### src/sv/csmabo_pkg.sv
`default_nettype none
package csmabo_pkg;

  // Timer event codes carried in the mode field of an input beat.
  localparam logic [2:0] MODE_DIFS_CHECK    = 3'd0;
  localparam logic [2:0] MODE_CW_CHECK      = 3'd1;
  localparam logic [2:0] MODE_TRANSMIT      = 3'd2;
  localparam logic [2:0] MODE_ACCESS        = 3'd3;
  localparam logic [2:0] MODE_QUEUE_RECHECK = 3'd4;
  localparam logic [2:0] MODE_STATUS_CLEAR  = 3'd5;
  localparam logic [2:0] MODE_CW_CLEAR      = 3'd6;

  // Event to schedule next: the mode of that event plus one, zero for none.
  localparam logic [2:0] EV_NONE         = 3'd0;
  localparam logic [2:0] EV_DIFS_CHECK   = 3'd1;
  localparam logic [2:0] EV_CW_CHECK     = 3'd2;
  localparam logic [2:0] EV_TRANSMIT     = 3'd3;
  localparam logic [2:0] EV_ACCESS       = 3'd4;
  localparam logic [2:0] EV_RECHECK      = 3'd5;
  localparam logic [2:0] EV_STATUS_CLEAR = 3'd6;
  localparam logic [2:0] EV_CW_CLEAR     = 3'd7;

  // Delay kinds attached to a scheduled event.
  localparam logic [2:0] DK_SLOT        = 3'd0;
  localparam logic [2:0] DK_DIFS_INT    = 3'd1;
  localparam logic [2:0] DK_CW_INT      = 3'd2;
  localparam logic [2:0] DK_TX          = 3'd3;
  localparam logic [2:0] DK_TX_CW_DIFS  = 3'd4;
  localparam logic [2:0] DK_TX_SLOT     = 3'd5;

  // Configuration register indexes.
  localparam logic [2:0] REG_CW_MIN      = 3'd0;
  localparam logic [2:0] REG_RETRY_LIMIT = 3'd1;
  localparam logic [2:0] REG_STAGE_LIMIT = 3'd2;
  localparam logic [2:0] REG_ROUND_LIMIT = 3'd3;
  localparam logic [2:0] REG_DIFS_SLOTS  = 3'd4;

  // One result beat; the first member listed last sits in the lowest bits.
  typedef struct packed {
    logic       last;
    logic       cw_zero_flag;
    logic       sending_flag;
    logic       run_ended;
    logic       packet_lost;
    logic       packet_sent;
    logic [2:0] delay_kind;
    logic [2:0] next_event;
  } result_t;

endpackage
`default_nettype wire

### src/sv/csma_ca_backoff_controller.sv
`default_nettype none
// CSMA/CA backoff sequencer for one node. Each input beat is one timer event
// (DIFS check, CW check, transmit, access, queue recheck, status clear, CW
// clear); the block updates its MAC state and returns one result beat (two
// for transmit, the second marked by tlast) naming the event to schedule next
// and its delay kind, plus sent, lost and run-ended flags and this node's
// sending and contention-zero flags. An accepted beat sits in an input
// register until the output buffer has room for its results. It is then
// evaluated by a single pass of logic against the state registers, and its
// results are written into a two-entry output buffer, from which the result
// beats are offered. The block takes one input beat per cycle as long as the
// output side drains one beat per cycle; a transmit event yields two output
// beats, so the rate is set by the output port. Configuration registers sit
// on the APB port at byte addresses 4*i and may only be written while no
// event is in flight.
module csma_ca_backoff_controller #(
  parameter int CW_WIDTH = 20
) (
  input  wire logic        clk,
  input  wire logic        rst,
  // s_tdata, from bit 0: mode[2:0], queue_not_empty, other_sending,
  // other_cw_zero, random_value[15:0], two zero bits.
  input  wire logic        s_tvalid,
  output logic             s_tready,
  input  wire logic [23:0] s_tdata,
  // m_tdata, from bit 0: next_event[2:0], delay_kind[2:0], packet_sent,
  // packet_lost, run_ended, sending_flag, cw_zero_flag, five zero bits.
  output logic             m_tvalid,
  input  wire logic        m_tready,
  output logic [15:0]      m_tdata,
  output logic             m_tlast,
  input  wire logic        psel,
  input  wire logic        penable,
  input  wire logic        pwrite,
  input  wire logic [4:0]  paddr,
  input  wire logic [31:0] pwdata,
  output logic [31:0]      prdata,
  output logic             pready
);

  localparam int DRAW_W = 26;
  localparam int CMP_W  = (CW_WIDTH > DRAW_W) ? CW_WIDTH : DRAW_W;

  // Configuration registers.
  logic [9:0]  cw_min;
  logic [7:0]  retry_limit;
  logic [3:0]  stage_limit;
  logic [31:0] round_limit;
  logic [2:0]  difs_slots;

  logic [2:0] reg_index;
  logic       cfg_write;

  assign pready    = 1'b1;
  assign reg_index = paddr[4:2];
  assign cfg_write = psel && penable && pwrite && pready;

  always_ff @(posedge clk) begin
    if (rst) begin
      cw_min      <= 10'd32;
      retry_limit <= 8'd7;
      stage_limit <= 4'd6;
      round_limit <= 32'd1000;
      difs_slots  <= 3'd5;
    end else if (cfg_write) begin
      unique case (reg_index)
        csmabo_pkg::REG_CW_MIN:      cw_min      <= pwdata[9:0];
        csmabo_pkg::REG_RETRY_LIMIT: retry_limit <= pwdata[7:0];
        csmabo_pkg::REG_STAGE_LIMIT: stage_limit <= pwdata[3:0];
        csmabo_pkg::REG_ROUND_LIMIT: round_limit <= pwdata;
        csmabo_pkg::REG_DIFS_SLOTS:  difs_slots  <= pwdata[2:0];
        default: ;
      endcase
    end
  end

  always_comb begin
    unique case (reg_index)
      csmabo_pkg::REG_CW_MIN:      prdata = {22'd0, cw_min};
      csmabo_pkg::REG_RETRY_LIMIT: prdata = {24'd0, retry_limit};
      csmabo_pkg::REG_STAGE_LIMIT: prdata = {28'd0, stage_limit};
      csmabo_pkg::REG_ROUND_LIMIT: prdata = round_limit;
      csmabo_pkg::REG_DIFS_SLOTS:  prdata = {29'd0, difs_slots};
      default:                     prdata = 32'd0;
    endcase
  end

  // Input register.
  logic        item_valid;
  logic [2:0]  mode;
  logic        queue_not_empty;
  logic        other_sending;
  logic        other_cw_zero;
  logic [15:0] random_value;

  logic s_accept;
  logic evaluate;

  assign s_tready = !item_valid || evaluate;
  assign s_accept = s_tvalid && s_tready;

  always_ff @(posedge clk) begin
    if (rst) begin
      item_valid <= 1'b0;
    end else if (s_accept) begin
      item_valid <= 1'b1;
    end else if (evaluate) begin
      item_valid <= 1'b0;
    end
  end

  always_ff @(posedge clk) begin
    if (s_accept) begin
      mode            <= s_tdata[2:0];
      queue_not_empty <= s_tdata[3];
      other_sending   <= s_tdata[4];
      other_cw_zero   <= s_tdata[5];
      random_value    <= s_tdata[21:6];
    end
  end

  // MAC state.
  logic                medium_busy, medium_busy_next;
  logic [2:0]          difs_count, difs_count_next;
  logic [CW_WIDTH-1:0] cw_count, cw_count_next;
  logic                cw_valid, cw_valid_next;
  logic [3:0]          backoff_stage, backoff_stage_next;
  logic [7:0]          retry_count, retry_count_next;
  logic                first_done, first_done_next;
  logic                sending_status, sending_status_next;
  logic [31:0]         round_count, round_count_next;

  // Contention draw: 1 + ((random_value * (W - 1)) >> 16), W = cw_min << stage.
  logic [24:0]         window;
  logic [24:0]         window_m1;
  logic [40:0]         draw_prod;
  logic [DRAW_W-1:0]   draw_raw;
  logic [CMP_W-1:0]    draw_ext;
  logic [CMP_W-1:0]    cw_max_ext;
  logic [CW_WIDTH-1:0] draw;

  always_comb begin
    window     = 25'(cw_min) << backoff_stage;
    window_m1  = window - 25'd1;
    draw_prod  = 41'(random_value) * 41'(window_m1);
    if (window <= 25'd1) begin
      draw_raw = DRAW_W'(1);
    end else begin
      draw_raw = DRAW_W'(draw_prod[40:16]) + DRAW_W'(1);
    end
    draw_ext   = CMP_W'(draw_raw);
    cw_max_ext = CMP_W'({CW_WIDTH{1'b1}});
    draw = (draw_ext > cw_max_ext) ? CW_WIDTH'(cw_max_ext) : CW_WIDTH'(draw_ext);
  end

  // Single evaluation pass for the item in the input register.
  csmabo_pkg::result_t res0, res1;
  logic                two_results;
  logic [2:0]          ev0, dk0;
  logic                sent0, lost0, ended0, last0;
  logic                collided;
  logic [2:0]          difs_inc;
  logic                cw_nonzero;
  logic [CW_WIDTH-1:0] cw_dec;
  logic [31:0]         round_inc;

  always_comb begin
    medium_busy_next    = medium_busy;
    difs_count_next     = difs_count;
    cw_count_next       = cw_count;
    cw_valid_next       = cw_valid;
    backoff_stage_next  = backoff_stage;
    retry_count_next    = retry_count;
    first_done_next     = first_done;
    sending_status_next = sending_status;
    round_count_next    = round_count;
    two_results         = 1'b0;
    ev0                 = csmabo_pkg::EV_NONE;
    dk0                 = csmabo_pkg::DK_SLOT;
    sent0               = 1'b0;
    lost0               = 1'b0;
    ended0              = 1'b0;
    last0               = 1'b1;
    collided            = 1'b0;
    difs_inc            = difs_count + 3'd1;
    cw_nonzero          = !cw_valid || (cw_count != '0);
    cw_dec              = cw_count - CW_WIDTH'(1);
    round_inc           = (round_count != 32'hFFFF_FFFF) ? round_count + 32'd1
                                                         : round_count;

    case (mode)
      csmabo_pkg::MODE_DIFS_CHECK: begin
        if (!medium_busy && (difs_count < difs_slots)) begin
          if (difs_inc == difs_slots) begin
            difs_count_next = 3'd0;
            if (!first_done) begin
              sending_status_next = 1'b1;
              ev0 = csmabo_pkg::EV_TRANSMIT;
              dk0 = csmabo_pkg::DK_SLOT;
            end else begin
              if (!cw_valid) begin
                cw_count_next = draw;
                cw_valid_next = 1'b1;
              end
              ev0 = csmabo_pkg::EV_CW_CHECK;
              dk0 = csmabo_pkg::DK_CW_INT;
            end
          end else begin
            difs_count_next = difs_inc;
            ev0 = csmabo_pkg::EV_DIFS_CHECK;
            dk0 = csmabo_pkg::DK_DIFS_INT;
          end
        end else begin
          // Busy medium, or DIFS can never complete: wait out the transmission.
          difs_count_next = 3'd0;
          first_done_next = 1'b1;
          ev0 = csmabo_pkg::EV_DIFS_CHECK;
          dk0 = csmabo_pkg::DK_TX;
        end
      end
      csmabo_pkg::MODE_CW_CHECK: begin
        if (!medium_busy && cw_nonzero) begin
          if (cw_valid) begin
            cw_count_next = cw_dec;
          end
          if (cw_valid && (cw_dec == '0)) begin
            ev0 = csmabo_pkg::EV_TRANSMIT;
            dk0 = csmabo_pkg::DK_SLOT;
          end else begin
            ev0 = csmabo_pkg::EV_CW_CHECK;
            dk0 = csmabo_pkg::DK_CW_INT;
          end
        end else if (medium_busy && cw_nonzero) begin
          ev0 = csmabo_pkg::EV_DIFS_CHECK;
          dk0 = csmabo_pkg::DK_TX_CW_DIFS;
        end
      end
      csmabo_pkg::MODE_TRANSMIT: begin
        medium_busy_next = 1'b1;
        two_results      = 1'b1;
        last0            = 1'b0;
        if (!first_done) begin
          first_done_next = 1'b1;
          if (other_sending) begin
            retry_count_next = (retry_count != 8'hFF) ? retry_count + 8'd1 : retry_count;
            collided = 1'b1;
          end
          ev0 = csmabo_pkg::EV_STATUS_CLEAR;
        end else begin
          if (other_cw_zero) begin
            retry_count_next = (retry_count != 8'hFF) ? retry_count + 8'd1 : retry_count;
            backoff_stage_next = (backoff_stage != 4'hF) ? backoff_stage + 4'd1
                                                         : backoff_stage;
            collided = 1'b1;
          end
          ev0 = csmabo_pkg::EV_CW_CLEAR;
        end
        dk0 = csmabo_pkg::DK_SLOT;
        if (collided) begin
          if (backoff_stage_next > stage_limit) begin
            backoff_stage_next = stage_limit;
          end
          if (retry_count_next > retry_limit) begin
            retry_count_next   = 8'd0;
            backoff_stage_next = 4'd0;
            lost0              = queue_not_empty;
          end
        end else begin
          sent0              = queue_not_empty;
          backoff_stage_next = 4'd0;
          retry_count_next   = 8'd0;
        end
      end
      csmabo_pkg::MODE_ACCESS: begin
        round_count_next = round_inc;
        if (round_inc >= round_limit) begin
          ended0 = 1'b1;
        end else begin
          medium_busy_next = 1'b0;
          ev0 = queue_not_empty ? csmabo_pkg::EV_DIFS_CHECK : csmabo_pkg::EV_RECHECK;
          dk0 = csmabo_pkg::DK_DIFS_INT;
        end
      end
      csmabo_pkg::MODE_QUEUE_RECHECK: begin
        ev0 = queue_not_empty ? csmabo_pkg::EV_DIFS_CHECK : csmabo_pkg::EV_RECHECK;
        dk0 = csmabo_pkg::DK_DIFS_INT;
      end
      csmabo_pkg::MODE_STATUS_CLEAR: begin
        sending_status_next = 1'b0;
      end
      csmabo_pkg::MODE_CW_CLEAR: begin
        cw_valid_next = 1'b0;
        cw_count_next = '0;
      end
      default: ;
    endcase

    res0.next_event   = ev0;
    res0.delay_kind   = dk0;
    res0.packet_sent  = sent0;
    res0.packet_lost  = lost0;
    res0.run_ended    = ended0;
    res0.sending_flag = sending_status_next;
    res0.cw_zero_flag = cw_valid_next && (cw_count_next == '0);
    res0.last         = last0;

    // Second beat of a transmit: schedule the next access round.
    res1              = res0;
    res1.next_event   = csmabo_pkg::EV_ACCESS;
    res1.delay_kind   = csmabo_pkg::DK_TX_SLOT;
    res1.packet_sent  = 1'b0;
    res1.packet_lost  = 1'b0;
    res1.run_ended    = 1'b0;
    res1.last         = 1'b1;
  end

  always_ff @(posedge clk) begin
    if (rst) begin
      medium_busy    <= 1'b0;
      difs_count     <= 3'd0;
      cw_count       <= '0;
      cw_valid       <= 1'b0;
      backoff_stage  <= 4'd0;
      retry_count    <= 8'd0;
      first_done     <= 1'b0;
      sending_status <= 1'b0;
      round_count    <= 32'd0;
    end else if (evaluate) begin
      medium_busy    <= medium_busy_next;
      difs_count     <= difs_count_next;
      cw_count       <= cw_count_next;
      cw_valid       <= cw_valid_next;
      backoff_stage  <= backoff_stage_next;
      retry_count    <= retry_count_next;
      first_done     <= first_done_next;
      sending_status <= sending_status_next;
      round_count    <= round_count_next;
    end
  end

  // Two-entry output buffer. An item is evaluated only when its one or two
  // result beats fit after this cycle's pop.
  csmabo_pkg::result_t out_buf [2];
  logic       wr_ptr, rd_ptr;
  logic [1:0] out_count;
  logic       pop;
  logic [1:0] n_results;
  logic [1:0] count_after_pop;
  logic [2:0] fill_needed;

  assign pop             = m_tvalid && m_tready;
  assign n_results       = two_results ? 2'd2 : 2'd1;
  assign count_after_pop = out_count - {1'b0, pop};
  assign fill_needed     = {1'b0, count_after_pop} + {1'b0, n_results};
  assign evaluate        = item_valid && (fill_needed <= 3'd2);

  always_ff @(posedge clk) begin
    if (evaluate) begin
      out_buf[wr_ptr] <= res0;
      if (two_results) begin
        out_buf[!wr_ptr] <= res1;
      end
    end
  end

  always_ff @(posedge clk) begin
    if (rst) begin
      wr_ptr    <= 1'b0;
      rd_ptr    <= 1'b0;
      out_count <= 2'd0;
    end else begin
      if (evaluate && !two_results) begin
        wr_ptr <= !wr_ptr;
      end
      if (pop) begin
        rd_ptr <= !rd_ptr;
      end
      out_count <= evaluate ? fill_needed[1:0] : count_after_pop;
    end
  end

  assign m_tvalid = (out_count != 2'd0);
  assign m_tdata  = {5'd0, out_buf[rd_ptr].cw_zero_flag, out_buf[rd_ptr].sending_flag,
                     out_buf[rd_ptr].run_ended, out_buf[rd_ptr].packet_lost,
                     out_buf[rd_ptr].packet_sent, out_buf[rd_ptr].delay_kind,
                     out_buf[rd_ptr].next_event};
  assign m_tlast  = out_buf[rd_ptr].last;

endmodule
`default_nettype wire

### config.mk
export PLATFORM = sky130hd
export DESIGN_NAME = csma_ca_backoff_controller
export DESIGN_NICKNAME = d
export VERILOG_FILES = /design/src/sv/csmabo_pkg.sv /design/src/sv/csma_ca_backoff_controller.sv
export SDC_FILE = /design/constraint.sdc
export NUM_CORES = 2
export LEC_CHECK = 0
export BUFFER_PORTS_ARGS = -buffer_cell sky130_fd_sc_hd__buf_2
export CAP_MARGIN = 25
export CORE_ASPECT_RATIO = 0.6
export CORE_MARGIN = 2
export CORE_UTILIZATION = 31
export CTS_CLUSTER_SIZE = 28
export DETAILED_ROUTE_END_ITERATION = 12
export PLACE_DENSITY = 0.53
export RECOVER_POWER = 50
export SLEW_MARGIN = 0
export SYNTH_ARGS = -nofsm -noshare
export SYNTH_HDL_FRONTEND = slang
export SYNTH_SLANG_ARGS = --single-unit
### constraint.sdc
create_clock -name clk -period 15.9 [get_ports clk]
set_input_delay 3.18 -clock clk [delete_from_list [all_inputs] [get_ports clk]]
set_output_delay 3.18 -clock clk [all_outputs]
set_load 0.005 [all_outputs]
Word level (Yosys, flattened, before mapping)

Memory sizes are Yosys's and may differ from the RTL's. A register that Yosys moved wholly into a read port is not among the register bits.
Index checks and enable logic that the tools add are counted.

Reduce and logical (&&, ||, !) cells: 38
Mux-type cells: 81
Shift operators: 1
Multiply operators: 1
Equality and inequality tests: 16
Bitwise operators: 0
$add $sub $neg: 9
Div/mod/pow operators: 0
Magnitude comparators: 7

Operators with widths:

| operator              | number |
|---|---|
| $pmux 32 s5           | 1 |
| $mux 20               | 7 |
| $pmux 20 s3           | 1 |
| $mux 8                | 7 |
| $mul 16x25->41        | 1 |
| $logic_not 20->1      | 2 |
| $mux 1                | 35 |
| $mux 3                | 11 |
| $add 32x1->32 const B | 1 |
| $ge 32x32->1          | 1 |
| $mux 32               | 1 |
| $ne 32x32->1 const B  | 1 |
| $mux 4                | 7 |
| $add 25x1->26 const B | 1 |
| $gt 26x20->1 const B  | 1 |
| $mux 26               | 1 |
| $le 25x1->1 const B   | 1 |
| $shl 10x4->25         | 1 |
| $sub 25x1->25 const B | 1 |
| $reduce_bool 20->1    | 1 |
| $sub 20x1->20 const B | 1 |
| $reduce_and 2->1      | 8 |
| $pmux 3 s5            | 1 |
| $eq 3x2->1 const B    | 4 |
| 24 further kinds      | 56 |

Bits in latches: 0
Flip-flop bits (word level): 155
Bits of input ports: 68
Memories kept: 1
Memory bits (writable): 24
ROM bits: 0

Memory list:

| memory  | depth | bits a word | read ports | clocked after memory_dff | wr ports | line                              | source |
|---|---|---|---|---|---|---|---|
| out_buf | 2     | 12          | 1          | 1                        | 2        | csma_ca_backoff_controller.sv:343 | `csmabo_pkg::result_t out_buf [2];` |

Logic depth before layout (Yosys ltp)

Depth in word-level cells: 14
Mapped depth: 45

Least setup slack after synthesis

No wires, ideal clock.

Kind: reg-to-reg
Start: register backoff_stage[0]
End: memory out_buf[0][10] (netlist name) (data pin)
Path buffers: 3
Data arrival time: 10.869 ns
Data required time: 15.724 ns
Path slack: 4.856 ns
Clock period less this slack: 11.044 ns
Cell stages (with the launch flop): 41
Library setup time: 0.176 ns
Cells stage by stage: dfxtp_1 > buf_1 > mux4_2 > mux2_2 > mux2i_1 > nand3_1 > nor4_1 > nor2b_1 > nand2b_1 > nor2_1 > nand3_1 > nor2_1 > a31oi_1 > o22ai_1 > clkbuf_1 > nand2_1 > fa_1 > fa_1 > [5 not listed] > fa_1 > inv_1 > ha_1 > nand2_1 > o21a_1 > o221ai_1 > nor2_1 > and3_4 > a2111oi_4 > nand3_2 > or3_4 > or4_4 > a22oi_2 > buf_6 > a21oi_2 > o32a_1 > or4_1 > nor4_1

RTL lines:

| what                   | line                              | source |
|---|---|---|
| start, declared        | csma_ca_backoff_controller.sv:127 | `logic [3:0] backoff_stage, backoff_stage_next;` |
| start signal, assigned | csma_ca_backoff_controller.sv:333 | `backoff_stage <= backoff_stage_next;` |
| end, declared          | csma_ca_backoff_controller.sv:343 |  |

==> summary.md <==
| Metric | Value |
|---|---|
| Status | finished, violations left |
| Violated checks | max-capacitance violations, max-slew violations |
| Worst Clk Skew | 16.46 ps |
| Row count | 81 |
| Die span in y | 226.1 um |
| # DRC | 0 |
| Finished Layout Cells | 4,271 |
| Warnings from Yosys | 0 |
| Via-to-Cell Ratio | approximately 5 |
| Vias in the first global route | a little over 20,000 |
| Post-CTS setup buffers | 0 |
| Worst hold path class | reg -> reg |
| Area growth, synth to finish | 9.106% |
| Largest stage delay, worst path | around 810 ps |
| Slew @ Worst Pin | between 3000 and 4000 ps |
| Wire per inst | ~18 um |
| Via count | ~22,000 |
| Pre-CTS WS | ~2500 ps |
| Clk slew on worst S/H paths | about 80 ps |
| Max Root-Sink Buffers | 2 |
| Post-route setup TNS | 0 ps |
| Initial DRC Count | about 2,000 |
| Slew Viols, Final | 135 |
| Largest net degree at the start of global routing | 58 |
| DIE AREA | roughly 85,000 um2 |
| Post-CTS Hold Buffers | 0 |
| Fmax | 73.27 MHz |
| Slowest stage cell, crit path | a22oi_2 |
| Final Wtd Congestion | around 0.92 |
| Critical path endpoint category | flip-flop |
| # nets final | 3,733 |
| Final hold vios | 0 |
| EDFF count, synth | 26 |
| First-pass GRT wire length | around 120,000 um |
| Worst hold margin | between 400 and 500 ps |
| Crit path max fanout | 20 |
| Ports | between 100 and 150 |
| Syn Area/Cell | 8.094 um2 |
| Routed Antenna Nets | 0 |
| Worst Path Required | 16,180 ps |
| Setup crit start kind | flip-flop |
| Number of distinct library cells after synthesis | 93 |
| Port-buffer cells | around 110 |
| Pwr dens | 144.5 nW/um2 |
| TritonCTS Buffers | 17 |
| Mapped Area | ~25,000 um2 |
| Final WS setup | 2251 ps |
| Clock sinks | 180 |
| Sequential area share after synthesis | 0.1516 |
| Setup violators final | 0 |
| Tot GR Track Use | 0.1878 |
| Rel. slew slack | -1.004 |
| Synthesis-stage register bit count | 180 |
| Min Tclk post-route | 13,650 ps |
| Hpwl dp | approximately 60,000 um |
| Clk_lat worst skew | 500 ps |
| H-tree depth | 4 |
| Post-Synthesis Cells | roughly 3,100 |
| Fill cells | 8,691 |
| Detailed Routing Iterations Pass 1 | 5 |
| Main synth FF type | dfxtp_1 |
| Initial Utilization | 0.3128 |
| Final core occ | 0.3413 |
| Die width | 374.2 um |
| Remaining Overflow, GRT | 0 |
| Routed wire length | 77,980 um |
| Initial antenna violation count | 2 |
| Maximum vdd drop | 0.0001837 V |
| Leakage Power | 12.49 nW |
| Crit share post-route | 0.8584 |
| Post-synth ARST share | 0 |
| CP Data Arrival Time | 13,930 ps |
| Share of post-route cells with drive strength above 1 | 0.07774 |
| Most frequent CP cell | fa_1 |
| # resized after CTS | 0 |
| Core Box Area | 81,480 um2 |
| Placed cells | roughly 4,200 |
| CP Class | reg -> reg |
| RSZ-0062 raised after global routing | no |
| Root Buffer | clkbuf_16 |
| CTS tree | built |
| Max-Cap Viols | 3 |
## registers in the layout, indices dropped and copies added (netlist names), 2 cells and up, named ones only
signal,cells
random_value,16
cw_count,20
mode,3
out_count,2
round_limit,32
cw_min,10
difs_slots,3
difs_count,3
out_buf,24
retry_count,8
backoff_stage,4
stage_limit,4
retry_limit,8
round_count,32
## placed cells by master, fill, tap and decap left out, drive strengths merged, types with 54 or more instances in the layout
cell,synthesis,layout
a21oi,161,161
and2,185,185
buf,19,154
dfxtp,154,154
fa,320,320
ha,168,168
inv,425,433
nand2,467,467
nand3,54,54
nor2,221,221
nor3,70,70
o21ai,117,117
xnor2,68,68
xor2,56,56
## cell type report
cell class / instances / area (um2) / share of cell area
inverter: 425 / 1595 / 0.05737
multi-input combinational: 2382 / 19410 / 0.6979
timing repair buffer: 171 / 1013 / 0.03644
clock buffer: 18 / 439.2 / 0.01579
antenna: 2 / 5.005 / 0.0001800
clock inverter: 14 / 135.1 / 0.004859
tap: 1079 / 1350 / 0.04855
sequential: 180 / 3864 / 0.1389
## path summary, 6_finish.rpt
check | from | end | slack, ps | cells after the start
worst max-delay path | backoff_stage[1] | out_buf[1][10] | 2250 | 37
worst min-delay path | round_limit[11] | round_limit[11] | 450 | 2
worst max register to register | backoff_stage[1] | out_buf[1][10] | 2250 | 37
worst min register to register | round_limit[11] | round_limit[11] | 450 | 2
## worst max-delay path, delay by kind of cell, from the launching register on
| family | cells | cell delay [ps] |
|---|---|---|
| multiplexers | 2 | 1000 |
| buffers and inverters | 3 | 670 |
| adder cells (fa/ha/maj) | 7 | 3420 |
| AO/OA/AOI/OAI | 9 | 3300 |
| flip-flops | 1 | 630 |
| XOR/XNOR | 2 | 520 |
| AND/OR/NAND/NOR | 14 | 3880 |
## through the flow
step | cell area (um2) | power (W)
final | 27810 | 0.004020
after global routing | 27800 | 0.004465
after CTS | 27790 | 0.004025
after detailed placement | 27210 | 0.003550
after global placement | 27160 | 0.003539
after floorplan | 25500 | 0.002769
## cell usage after synthesis, drive strengths merged (7+ instances only)
| cell | count | area share |
|---|---|---|
| nand4 | 39 | 0.0096 |
| fa | 320 | 0.25 |
| xor2 | 56 | 0.019 |
| a211oi | 21 | 0.0064 |
| ha | 168 | 0.082 |
| a22o | 10 | 0.0034 |
| and2 | 185 | 0.045 |
| nand2b | 27 | 0.0066 |
| nor4b | 7 | 0.0027 |
| inv | 425 | 0.063 |
| mux2i | 37 | 0.015 |
| nor3 | 70 | 0.014 |
| o21ai | 117 | 0.023 |
| a221oi | 7 | 0.0024 |
| nor2 | 221 | 0.033 |
| or4 | 7 | 0.0022 |
| nor2b | 35 | 0.0086 |
| or3 | 24 | 0.0061 |
| clkbuf | 147 | 0.022 |
| and4 | 11 | 0.0038 |
| a31oi | 15 | 0.0037 |
| mux2 | 20 | 0.0088 |
| a22oi | 8 | 0.0026 |
| nand2 | 467 | 0.069 |
| nand3 | 54 | 0.011 |
| edfxtp | 26 | 0.031 |
| xnor2 | 68 | 0.024 |
| dfxtp | 154 | 0.12 |
| nor4 | 17 | 0.0042 |
| and3 | 23 | 0.0058 |
| o211ai | 22 | 0.0069 |
| buf | 19 | 0.0041 |
| o21a | 14 | 0.0041 |
| a21o | 33 | 0.0097 |
| mux4 | 9 | 0.0081 |
| a21oi | 161 | 0.032 |
| o22ai | 9 | 0.0022 |
## cell families (layout without fill, tap and decap cells)
kind of cell	after synthesis	in the layout	synth area share
compound gates	492	492	0.1239
xor+xnor	125	125	0.04384
fa+ha+maj	488	488	0.3338
buf+inv	591	628	0.08836
flops	180	180	0.1516
mux	66	66	0.03147
other cells	2	8	0.0002946
simple gates	1205	1205	0.2268
## power breakdown
| part | leakage, nW | internal (W) | total, W | switching [W] |
|---|---|---|---|---|
| Combinational | 10.7 | 0.00108 | 0.00300 | 0.00191 |
| Sequential | 1.50 | 0.000520 | 0.000585 | 0.0000648 |
| Clock | 0.284 | 0.000212 | 0.000439 | 0.000227 |
| Total | 12.5 | 0.00181 | 0.00402 | 0.00221 |
## layer usage
| metal | vias to the layer above | part of all wire | wire length, um | global-route usage |
|---|---|---|---|---|
| li1 | 10340 | - | - | - |
| met1 | 10570 | 0.55 | 42820 | 0.3173 |
| met2 | 692 | 0.36 | 28250 | 0.2343 |
| met3 | 44 | 0.079 | 6176 | 0.03907 |
| met4 | 2 | 0.0092 | 716 | 0.03096 |
| met5 | - | 0.00013 | 10 | 0 |
(Power assumes the default switching activity.)
